--- src/rtl/tpid_pkg.sv ---
// Package: widths, register indexes, control word layout and microcode ROM for the throttle PID.
`timescale 1ns / 1ps

package tpid_pkg;

  localparam int FRAC_BITS_DEF = 16;
  localparam int DATA_W        = 32;
  localparam int FRAC_W        = 17;
  localparam int THR_W         = 14;
  localparam int CFG_IDX_W     = 3;
  localparam int PC_W          = 3;

  localparam logic [FRAC_W-1:0] MAX_THROTTLE_RST = 17'd65536;
  localparam logic [THR_W-1:0]  WINDUP_THR_RST   = 14'd2500;
  localparam logic [FRAC_W-1:0] INTEG_LIMIT_RST  = 17'd3277;

  typedef enum logic [CFG_IDX_W-1:0] {
    CFG_P_GAIN      = 3'd0,
    CFG_I_GAIN      = 3'd1,
    CFG_D_GAIN      = 3'd2,
    CFG_NOMINAL     = 3'd3,
    CFG_MIN_THR     = 3'd4,
    CFG_MAX_THR     = 3'd5,
    CFG_WINDUP_THR  = 3'd6,
    CFG_INTEG_LIMIT = 3'd7
  } cfg_idx_t;

  localparam logic [PC_W-1:0] PC_IDLE  = 3'd0;
  localparam logic [PC_W-1:0] PC_DIFF  = 3'd1;
  localparam logic [PC_W-1:0] PC_INTEG = 3'd2;
  localparam logic [PC_W-1:0] PC_PTERM = 3'd3;
  localparam logic [PC_W-1:0] PC_DTERM = 3'd4;
  localparam logic [PC_W-1:0] PC_ITERM = 3'd5;
  localparam logic [PC_W-1:0] PC_OUT   = 3'd6;

  typedef enum logic [1:0] {
    SEQ_NEXT     = 2'd0,
    SEQ_WAIT_IN  = 2'd1,
    SEQ_WAIT_OUT = 2'd2
  } seq_t;

  typedef enum logic [1:0] {
    MA_P = 2'd0,
    MA_I = 2'd1,
    MA_D = 2'd2
  } mul_a_t;

  typedef enum logic [1:0] {
    MB_ERR   = 2'd0,
    MB_DERR  = 2'd1,
    MB_INTEG = 2'd2
  } mul_b_t;

  typedef enum logic [1:0] {
    ACC_HOLD     = 2'd0,
    ACC_LOAD_NOM = 2'd1,
    ACC_ADD      = 2'd2
  } acc_op_t;

  typedef struct packed {
    seq_t    seq;
    logic    mul_en;
    mul_a_t  mul_a;
    mul_b_t  mul_b;
    logic    err_ld;
    logic    derr_ld;
    logic    integ_ld;
    acc_op_t acc_op;
    logic    out_ld;
  } uop_t;

  function automatic uop_t ucode(input logic [PC_W-1:0] pc);
    uop_t u;
    u        = '0;
    u.seq    = SEQ_NEXT;
    u.mul_a  = MA_P;
    u.mul_b  = MB_ERR;
    u.acc_op = ACC_HOLD;
    case (pc)
      PC_IDLE: begin
        u.seq    = SEQ_WAIT_IN;
        u.err_ld = 1'b1;
      end
      PC_DIFF: begin
        u.derr_ld = 1'b1;
        u.mul_en  = 1'b1;
        u.mul_a   = MA_I;
        u.mul_b   = MB_ERR;
      end
      PC_INTEG: begin
        u.integ_ld = 1'b1;
        u.mul_en   = 1'b1;
        u.mul_a    = MA_P;
        u.mul_b    = MB_ERR;
        u.acc_op   = ACC_LOAD_NOM;
      end
      PC_PTERM: begin
        u.acc_op = ACC_ADD;
        u.mul_en = 1'b1;
        u.mul_a  = MA_D;
        u.mul_b  = MB_DERR;
      end
      PC_DTERM: begin
        u.acc_op = ACC_ADD;
        u.mul_en = 1'b1;
        u.mul_a  = MA_I;
        u.mul_b  = MB_INTEG;
      end
      PC_ITERM: begin
        u.acc_op = ACC_ADD;
      end
      PC_OUT: begin
        u.seq    = SEQ_WAIT_OUT;
        u.out_ld = 1'b1;
      end
      default: begin
        u.seq = SEQ_WAIT_OUT;
      end
    endcase
    return u;
  endfunction

  function automatic logic signed [DATA_W-1:0] sat_wide(input logic signed [DATA_W:0] v);
    logic signed [DATA_W-1:0] r;
    if (v[DATA_W] != v[DATA_W-1]) begin
      r = v[DATA_W] ? {1'b1, {(DATA_W-1){1'b0}}} : {1'b0, {(DATA_W-1){1'b1}}};
    end else begin
      r = v[DATA_W-1:0];
    end
    return r;
  endfunction

endpackage

--- src/rtl/throttle_pid_with_windup_reset.sv ---
// Top level: microcoded throttle PID with integrator clamp and windup reset.
`timescale 1ns / 1ps

// Usage
//   Input channel in_*: one word per control tick (target, measured, setpoint).
//   Output channel out_*: one word per input word (clamped throttle, error).
//   Both channels: a word moves on a rising edge with valid high and stall low.
//   cfg_*: write gains and limits while no word is in flight; index picks the register.
// Timing
//   Each word passes the accept cycle and six microcode steps, which use
//   one shared 32x32 multiplier (four products, each registered before use).
//   The result is registered in the last step; the next word can be taken
//   in the cycle after that, even while the result still waits downstream.
// Reset
//   rst_n low clears the sequencer, the output valid, previous error and
//   integrator, and loads the register defaults.
// Stall
//   A stalled result holds its word; the sequencer holds at its last step
//   until the output register is free, and in_stall stays high meanwhile.
module throttle_pid_with_windup_reset
  import tpid_pkg::*;
#(
  parameter int FRAC_BITS = FRAC_BITS_DEF
) (
  input  logic                     clk,
  input  logic                     rst_n,
  input  logic                     cfg_we,
  input  logic [CFG_IDX_W-1:0]     cfg_index,
  input  logic [DATA_W-1:0]        cfg_wdata,
  input  logic                     in_valid,
  output logic                     in_stall,
  input  logic signed [DATA_W-1:0] in_target_position,
  input  logic signed [DATA_W-1:0] in_measured_position,
  input  logic [THR_W-1:0]         in_throttle_setpoint,
  output logic                     out_valid,
  input  logic                     out_stall,
  output logic [FRAC_W-1:0]        out_cruise_throttle,
  output logic signed [DATA_W-1:0] out_position_error
);

  localparam int PROD_W = 2 * DATA_W;
  localparam int TERM_W = PROD_W - FRAC_BITS;
  localparam int ACC_W  = TERM_W + 2;

  logic signed [DATA_W-1:0] p_gain_r, i_gain_r, d_gain_r;
  logic [FRAC_W-1:0]        nominal_r, min_thr_r, max_thr_r, ilim_r;
  logic [THR_W-1:0]         thr_r;

  logic [PC_W-1:0]          pc_r, pc_nxt;
  uop_t                     uop;

  logic signed [DATA_W-1:0] err_r, derr_r, prev_r, integ_r, integ_nxt;
  logic [THR_W-1:0]         setp_r;
  logic signed [PROD_W-1:0] prod_r, mul_full;
  logic signed [DATA_W-1:0] mul_a_s, mul_b_s;
  logic signed [TERM_W-1:0] term;
  logic signed [TERM_W:0]   integ_sum, lim_pos, lim_neg;
  logic signed [ACC_W-1:0]  acc_r, acc_nxt, max_ext, min_ext;
  logic [FRAC_W-1:0]        cruise;

  logic                     in_acc, out_free, out_fire;
  logic                     out_valid_r;
  logic [FRAC_W-1:0]        out_cruise_r;
  logic signed [DATA_W-1:0] out_err_r;

  assign uop      = ucode(pc_r);
  assign in_stall = (pc_r != PC_IDLE);
  assign in_acc   = in_valid && !in_stall;
  assign out_free = !out_valid_r || !out_stall;
  assign out_fire = uop.out_ld && out_free;

  assign out_valid           = out_valid_r;
  assign out_cruise_throttle = out_cruise_r;
  assign out_position_error  = out_err_r;

  // configuration registers
  always_ff @(posedge clk) begin
    if (!rst_n) begin
      p_gain_r  <= '0;
      i_gain_r  <= '0;
      d_gain_r  <= '0;
      nominal_r <= '0;
      min_thr_r <= '0;
      max_thr_r <= MAX_THROTTLE_RST;
      thr_r     <= WINDUP_THR_RST;
      ilim_r    <= INTEG_LIMIT_RST;
    end else if (cfg_we) begin
      unique case (cfg_idx_t'(cfg_index))
        CFG_P_GAIN:      p_gain_r  <= cfg_wdata;
        CFG_I_GAIN:      i_gain_r  <= cfg_wdata;
        CFG_D_GAIN:      d_gain_r  <= cfg_wdata;
        CFG_NOMINAL:     nominal_r <= cfg_wdata[FRAC_W-1:0];
        CFG_MIN_THR:     min_thr_r <= cfg_wdata[FRAC_W-1:0];
        CFG_MAX_THR:     max_thr_r <= cfg_wdata[FRAC_W-1:0];
        CFG_WINDUP_THR:  thr_r     <= cfg_wdata[THR_W-1:0];
        CFG_INTEG_LIMIT: ilim_r    <= cfg_wdata[FRAC_W-1:0];
        default: ;
      endcase
    end
  end

  // sequencer
  always_comb begin
    pc_nxt = pc_r;
    case (uop.seq)
      SEQ_WAIT_IN:  if (in_acc) pc_nxt = pc_r + 1'b1;
      SEQ_WAIT_OUT: if (out_free) pc_nxt = PC_IDLE;
      default:      pc_nxt = pc_r + 1'b1;
    endcase
  end

  always_ff @(posedge clk) begin
    if (!rst_n) begin
      pc_r <= PC_IDLE;
    end else begin
      pc_r <= pc_nxt;
    end
  end

  // shared multiplier
  always_comb begin
    unique case (uop.mul_a)
      MA_I:    mul_a_s = i_gain_r;
      MA_D:    mul_a_s = d_gain_r;
      default: mul_a_s = p_gain_r;
    endcase
    unique case (uop.mul_b)
      MB_DERR:  mul_b_s = derr_r;
      MB_INTEG: mul_b_s = integ_r;
      default:  mul_b_s = err_r;
    endcase
  end

  assign mul_full = mul_a_s * mul_b_s;
  assign term     = TERM_W'(prod_r >>> FRAC_BITS);

  always_ff @(posedge clk) begin
    if (uop.mul_en) begin
      prod_r <= mul_full;
    end
  end

  // integrator update
  assign integ_sum = {{(TERM_W+1-DATA_W){integ_r[DATA_W-1]}}, integ_r}
                   + {term[TERM_W-1], term};
  assign lim_pos   = {{(TERM_W+1-FRAC_W){1'b0}}, ilim_r};
  assign lim_neg   = -lim_pos;

  always_comb begin
    if (setp_r < thr_r) begin
      integ_nxt = '0;
    end else if (integ_sum > lim_pos) begin
      integ_nxt = lim_pos[DATA_W-1:0];
    end else if (integ_sum < lim_neg) begin
      integ_nxt = lim_neg[DATA_W-1:0];
    end else begin
      integ_nxt = integ_sum[DATA_W-1:0];
    end
  end

  always_ff @(posedge clk) begin
    if (!rst_n) begin
      prev_r  <= '0;
      integ_r <= '0;
    end else begin
      if (uop.derr_ld) begin
        prev_r <= err_r;
      end
      if (uop.integ_ld) begin
        integ_r <= integ_nxt;
      end
    end
  end

  always_ff @(posedge clk) begin
    if (uop.err_ld && in_acc) begin
      err_r  <= sat_wide({in_target_position[DATA_W-1], in_target_position}
                       - {in_measured_position[DATA_W-1], in_measured_position});
      setp_r <= in_throttle_setpoint;
    end
    if (uop.derr_ld) begin
      derr_r <= sat_wide({err_r[DATA_W-1], err_r} - {prev_r[DATA_W-1], prev_r});
    end
  end

  // output sum and clamp
  always_comb begin
    case (uop.acc_op)
      ACC_LOAD_NOM: acc_nxt = {{(ACC_W-FRAC_W){1'b0}}, nominal_r};
      ACC_ADD:      acc_nxt = acc_r + {{2{term[TERM_W-1]}}, term};
      default:      acc_nxt = acc_r;
    endcase
  end

  always_ff @(posedge clk) begin
    acc_r <= acc_nxt;
  end

  assign max_ext = {{(ACC_W-FRAC_W){1'b0}}, max_thr_r};
  assign min_ext = {{(ACC_W-FRAC_W){1'b0}}, min_thr_r};

  always_comb begin
    if (acc_r > max_ext) begin
      cruise = max_thr_r;
    end else if (acc_r < min_ext) begin
      cruise = min_thr_r;
    end else begin
      cruise = acc_r[FRAC_W-1:0];
    end
  end

  always_ff @(posedge clk) begin
    if (!rst_n) begin
      out_valid_r <= 1'b0;
    end else begin
      out_valid_r <= out_fire || (out_valid_r && out_stall);
    end
  end

  always_ff @(posedge clk) begin
    if (out_fire) begin
      out_cruise_r <= cruise;
      out_err_r    <= err_r;
    end
  end

  a_out_from_last_step : assert property (@(posedge clk) disable iff (!rst_n)
    $rose(out_valid_r) |-> $past(pc_r) == PC_OUT)
    else $error("output word raised outside the last step");

  a_accept_starts_program : assert property (@(posedge clk) disable iff (!rst_n)
    in_acc |=> pc_r == PC_DIFF)
    else $error("accepted word did not start the program");

  a_steps_advance : assert property (@(posedge clk) disable iff (!rst_n)
    (pc_r != PC_IDLE && pc_r != PC_OUT) |=> pc_r == PC_W'($past(pc_r) + 1'b1))
    else $error("microcode step did not advance");

  a_cruise_clamped : assert property (@(posedge clk) disable iff (!rst_n)
    (out_valid_r && min_thr_r <= max_thr_r)
      |-> (out_cruise_r <= max_thr_r && out_cruise_r >= min_thr_r))
    else $error("cruise throttle outside clamp range");

endmodule

--- config.mk ---
export PLATFORM = sky130hd
export DESIGN_NAME = throttle_pid_with_windup_reset
export DESIGN_NICKNAME = d
export VERILOG_FILES = /design/src/rtl/tpid_pkg.sv /design/src/rtl/throttle_pid_with_windup_reset.sv
export SDC_FILE = /design/constraint.sdc
export NUM_CORES = 2
export LEC_CHECK = 0
export ABC_AREA = 0
export ABC_CLOCK_PERIOD_IN_PS = 15800
export BUFFER_PORTS_ARGS = -buffer_cell sky130_fd_sc_hd__buf_4
export CAP_MARGIN = 25
export CORE_ASPECT_RATIO = 1.5
export CORE_MARGIN = 10
export CORE_UTILIZATION = 61
export DETAILED_ROUTE_END_ITERATION = 12
export PLACE_DENSITY = 0.89
export SLEW_MARGIN = 0
export SYNTH_ARGS = -nofsm -noshare
export SYNTH_HDL_FRONTEND = slang
export SYNTH_SLANG_ARGS = --single-unit
export TNS_END_PERCENT = 10
--- constraint.sdc ---
create_clock -name clk -period 15.8 [get_ports clk]
set_clock_uncertainty 0.2 [all_clocks]
set_input_delay 0.79 -clock clk [delete_from_list [all_inputs] [get_ports clk]]
set_output_delay 0.79 -clock clk [all_outputs]
set_load 0.01 [all_outputs]
# Yosys cells after proc, flatten, opt, wreduce, memory -nomap -nowiden
# Index checks and enable logic that the tools add are counted.
dict set report word_totals {
  regBits 487
  latchBits 0
  ramBits 0
  romBits 0
  inputBits 118
  memories 0
}
dict set report op_classes {
  add_sub_neg 6
  multipliers 1
  div 0
  order_cmp 5
  eq_ne 25
  shift 0
  muxes 22
  bitwise_logic 0
  reduce_logical 24
}
# cell count
set op_table {}
lappend op_table {{32-bit 2-to-1 mux} 7}
lappend op_table {{32-bit case mux with 2 select lines} 2}
lappend op_table {{50-bit case mux with 2 select lines} 1}
lappend op_table {{32-bit by 32-bit subtractor with 33-bit output} 2}
lappend op_table {{32-bit by 32-bit multiplier with 64-bit output} 1}
lappend op_table {{50-bit adder} 1}
lappend op_table {{50-bit by 18-bit > comparator with 1-bit output} 1}
lappend op_table {{50-bit by 18-bit less-than comparator with 1-bit output} 1}
lappend op_table {{32-bit by 48-bit adder with 49-bit output} 1}
lappend op_table {{49-bit by 18-bit > comparator with 1-bit output} 1}
lappend op_table {{49-bit less-than comparator} 1}
lappend op_table {{17-bit negator with 49-bit output} 1}
lappend op_table {{17-bit 2-to-1 mux} 2}
lappend op_table {{3-bit equality test (second input constant)} 7}
lappend op_table {{5-bit case mux with 4 select lines} 1}
lappend op_table {{2-bit AND reduction} 9}
lappend op_table {{14-bit less-than comparator} 1}
lappend op_table {{3-bit by 2-bit equality test with 1-bit output (second input constant)} 4}
lappend op_table {{2-bit by 1-bit equality test with 1-bit output (second input constant)} 4}
lappend op_table {{2-bit equality test (second input constant)} 4}
lappend op_table {{2-bit case mux with 2 select lines} 2}
lappend op_table {{3-bit by 1-bit equality test with 1-bit output (second input constant)} 2}
lappend op_table {{3-bit zero test} 2}
lappend op_table {{3-bit 2-to-1 mux} 2}
lappend op_table {{other kinds (12)} 23}

# Longest topological paths before layout
dict set report depth {
  ltp_word 6
  mapped_depth 40
  depth_no_buf 37
}

# Least setup slack after synthesis
# Ideal clock, no wire load.
dict set report synth_timing {
  kind {flip-flop to flip-flop}
  start {register pc_r[0]}
  end {register prod_r[58], data pin}
  t_arrival_ns 12.409
  path_slack_ns 2.932
  stages_incl_launch_ff 39
  path_buffers 5
  synth_period_minus_slack_ns 12.868
  path_cell_list {dfxtp_1 -> inv_1 -> ha_1 -> nor3_1 -> a21oi_1 -> nand2_1 -> buf_1 -> ha_1 -> clkbuf_1 -> clkbuf_1 -> o21a_1 -> buf_1 -> clkbuf_1 -> nor2_1 -> fa_1 -> fa_1 -> fa_1 -> inv_1 -> [3 not listed] -> fa_1 -> fa_1 -> inv_1 -> fa_1 -> inv_1 -> ha_1 -> nand4_1 -> nor2_1 -> nand4_1 -> or3_1 -> o21ba_2 -> a21oi_1 -> a2111oi_0 -> or2_2 -> o31a_1 -> o21ai_0 -> a31oi_1 -> xnor2_1}
}
dict set report synth_between {
  elab_chain_len 5
  word_cells_on_any_way 12
  cone_classes {mul (1); eq/ne (8); mux (3)}
}
# element line
set synth_lines {}
lappend synth_lines {{start, declared} throttle_pid_with_windup_reset.sv:49} ;# logic [PC_W-1:0] pc_r, pc_nxt;
lappend synth_lines {{start signal, assigned} throttle_pid_with_windup_reset.sv:116} ;# pc_r <= pc_nxt;
lappend synth_lines {{3-bit equality test (tied with other cells)} tpid_pkg.sv:79} ;# case (pc)
lappend synth_lines {{5-bit case mux with 4 select lines (*)} tpid_pkg.sv:79}
lappend synth_lines {{2-bit equality test (tied with other cells)} throttle_pid_with_windup_reset.sv:122} ;# unique case (uop.mul_a)
lappend synth_lines {{32-bit case mux with 2 select lines (on tied branches)} {throttle_pid_with_windup_reset.sv:122, throttle_pid_with_windup_reset.sv:127}}
lappend synth_lines {{32-bit by 32-bit multiplier with 64-bit output (*)} throttle_pid_with_windup_reset.sv:134} ;# assign mul_full = mul_a_s * mul_b_s;
lappend synth_lines {{named net mul_full[58]} throttle_pid_with_windup_reset.sv:54} ;# logic signed [PROD_W-1:0] prod_r, mul_full;
lappend synth_lines {{end signal, assigned} throttle_pid_with_windup_reset.sv:139} ;# prod_r <= mul_full;
lappend synth_lines {{end, declared} throttle_pid_with_windup_reset.sv:54}
# The timed path passes the listed nets; every way through them passes the cells marked *.
# A chain may end at the register's enable or synchronous reset.

# Worst setup path in the final report
dict set report layout_timing {
  start {register pc_r[0]}
  end {register prod_r[63], data pin}
}
# Same word-level chain as after synthesis.

==> run metrics <==
syn_nets=8826; Cells after DPL=8512; Worst Path Max Fanout=57; vias in the first global route=56509; CTS buffer count=48; Vias=53760; Routed WL=222000 µm; CP Class=flop to flop; initial antenna violation count=11; CTS Hold Bufs=0; die width=285 µm; std cell rows=145; clock period minus worst slack=13230 ps; slowest stage delay, CP=1050 ps; most used cell, CP=fa_1; area grow syn2layout=7.17%; final design utilization=65.9%; Design Area, Final=68600 µm²; Clock power frac=11.6%; Initial DRT Pass Iterations=7; gr ovfl total=0; syn_area_per_cell=8.94 µm²; most frequent cells in the layout=inv_1, nand2_1, fa_1, nor2_1, ha_1; switching power total=5.40 mW; pre-CTS setup slack=3040 ps; post-DP HPWL=177000 µm; Comb power frac=68.6%; clock slew at reported path FFs=70 ps; Synth Instances=7161; Final Hold Vio Count=0; H-Tree Depth=2; maxcap violations=0; count of state elements after synthesis=471; initial core utilization=61.5%; relative slew slack=16.3%; pwr dens=152 nW/µm²; largest net degree at the start of global routing=83; cell at the slowest stage of the critical path=fa_1; Fillers=8282; layout cell share with drive strength beyond 1=6.42%; Int Pwr=5.01 mW; Cell Area, Placed=66900 µm²; post-CTS setup buffer count=0; CP Data Arrival Time=13340 ps; status=complete, no violations; Critical Path End Type=flop; chip height=417 µm; Final #Nets=8840; Ports=169; GRT Total Usage=37.5%; CTS tree=yes; Via density=6.24; peak supply drop=0.173 mV; clk root buf=clkbuf_16; Tcrit/Tclk final=83.8%; EDFF count, synth=225; setup_tns=0 ps; drt initial violations=5253; first-pass GRT wire length=335000 µm; Yosys warning total=0; Worst Hold Class=input pin to flop; post-synthesis async set-or-reset flop share=0%; Resized Gates After CTS=0; placer congestion estimate=1.03; Final Non-Filler Cells=8618; clock sink count=471; Netlist cell types=87; Setup WS post-layout=2570 ps; DRC Markers=0; P_leak=32.0 nW; share of power burned in registers=19.8%; Syn Std Cell Area=64000 µm²; Slew Viols, Final=0; Final ANT Viol Nets=0; register area=11700 µm²; Clock Latency Late Sink=630 ps; final setup fails=0; area of the multi-input gates=46900 µm²; IO Port Bufs=168; Max Root-Sink Buffers=3; Slew @ Worst Pin=1220 ps; Max Fclk=75.6 MHz; die area=119000 µm²; commonest non-fill, non-tap cell in the layout=inv_1; RSZ-0062 raised after global routing=false; Main synth FF type=dfxtp_1; CORE AREA=104000 µm²; CP startpoint kind=flop; register area share after synthesis=18.2%; Avg WL per Cell=25.8 µm; Sw Share=51.8%; Req. time, crit path=15910 ps
## registers in the layout (all words and copies together), names as in the netlist, 17 cells and up
signal	flops
ilim_r	17
out_position_error	32
nominal_r	17
d_gain_r	32
i_gain_r	32
max_thr_r	17
derr_r	32
err_r	32
out_cruise_throttle	17
prev_r	32
p_gain_r	32
prod_r	48
acc_r	50
min_thr_r	17
integ_r	32
## cell usage after synthesis, types with 16 or more instances
| master | count | area share [%] |
|---|---|---|
| xnor2_1 | 134 | 1.8 |
| fa_1 | 1085 | 34 |
| o21bai_1 | 26 | 0.30 |
| xor2_1 | 80 | 1.1 |
| a211oi_1 | 22 | 0.26 |
| nand2_1 | 1123 | 6.6 |
| nand4_1 | 47 | 0.46 |
| nor2b_1 | 35 | 0.34 |
| inv_1 | 1169 | 6.9 |
| o31ai_1 | 16 | 0.19 |
| dfxtp_1 | 246 | 7.7 |
| a21o_1 | 123 | 1.4 |
| and2_1 | 30 | 0.29 |
| edfxtp_1 | 225 | 11 |
| mux2i_1 | 65 | 1.0 |
| o21ai_1 | 49 | 0.38 |
| clkbuf_1 | 282 | 1.7 |
| and3_1 | 30 | 0.29 |
| nor3_1 | 55 | 0.43 |
| nand2b_1 | 41 | 0.40 |
| a21oi_1 | 429 | 3.4 |
| mux2_2 | 20 | 0.35 |
| a22oi_1 | 37 | 0.43 |
| nor2_1 | 673 | 3.9 |
| o21ai_0 | 166 | 1.3 |
| o211ai_1 | 29 | 0.34 |
| nor4_1 | 25 | 0.24 |
| nand3_1 | 69 | 0.54 |
| buf_1 | 19 | 0.11 |
| o21a_1 | 94 | 1.1 |
| a31oi_1 | 29 | 0.28 |
| ha_1 | 462 | 9.0 |
## stage by stage
step / hold WS [ps] / total power [mW]
final: 129 / 10.4
after global placement: 241 / 8.76
after CTS: 124 / 10.2
after global routing: 130 / 11.1
after floorplan: 234 / 6.63
after detailed placement: 246 / 8.95
## final cells by class
class                      count  area share, %
multi-input combinational   5193           68.4
inverter                    1174           6.43
clock buffer                  54           1.84
antenna                        8         0.0292
clock inverter                35          0.549
sequential                   471           17.0
timing repair buffer         287           3.22
tap                         1396           2.55
## worst max-delay path, delay by kind of cell, from the launching register on
family | cells | cell delay [ps]
adders and majority gates | 11 | 5860
AOI/OAI and AO/OA | 9 | 1780
buffers and inverters | 9 | 2450
and+or+nand+nor | 5 | 1990
DFF | 1 | 370
xor gates and xnor gates | 1 | 150
## layer usage
layer / vias up / routed length, µm / GRT usage [%]
met5: - / 29 / 0
li1: 22810 / - / -
met1: 26469 / 68700 / 38.2
met3: 1217 / 21000 / 8.08
met2: 3258 / 107000 / 63.4
met4: 6 / 25900 / 35.4
## power by group through the flow
stage,combinational (mW),clock (mW),sequential (mW)
global placement,6.71,0,2.06
CTS,6.96,1.21,2.04
global route,7.74,1.26,2.06
finish,7.14,1.21,2.06
detailed placement,6.89,0,2.06
floorplan,4.74,0,1.89
## logic make-up (layout without fill, tap and decap cells)
logic type	count (synthesis)	after routing	synth area share [%]
AO/OA/AOI/OAI	1140	1140	11.1
adder cells (fa/ha/maj)	1562	1562	43.2
flip-flops	471	471	18.2
multiplexers	85	85	1.37
AND/OR/NAND/NOR	2192	2192	14.3
other	0	8	0
XOR/XNOR	214	214	2.93
buffers and inverters	1497	1550	8.85
## path summary, 6_finish.rpt
path | from | endpoint | slack, ps | cells past startpoint
worst max-delay path | pc_r[0]$_SDFFE_PN0P_ | prod_r[63]$_DFFE_PN_ | 2570 | 35
worst min-delay path | in_throttle_setpoint[3] | setp_r[3]$_DFFE_PP_ | 130 | 1
worst max register to register | pc_r[0]$_SDFFE_PN0P_ | prod_r[63]$_DFFE_PN_ | 2570 | 35
worst min register to register | prev_r[18]$_SDFFE_PN0N_ | prev_r[18]$_SDFFE_PN0N_ | 250 | 2
No activity file was read; power rests on OpenSTA's default activity.
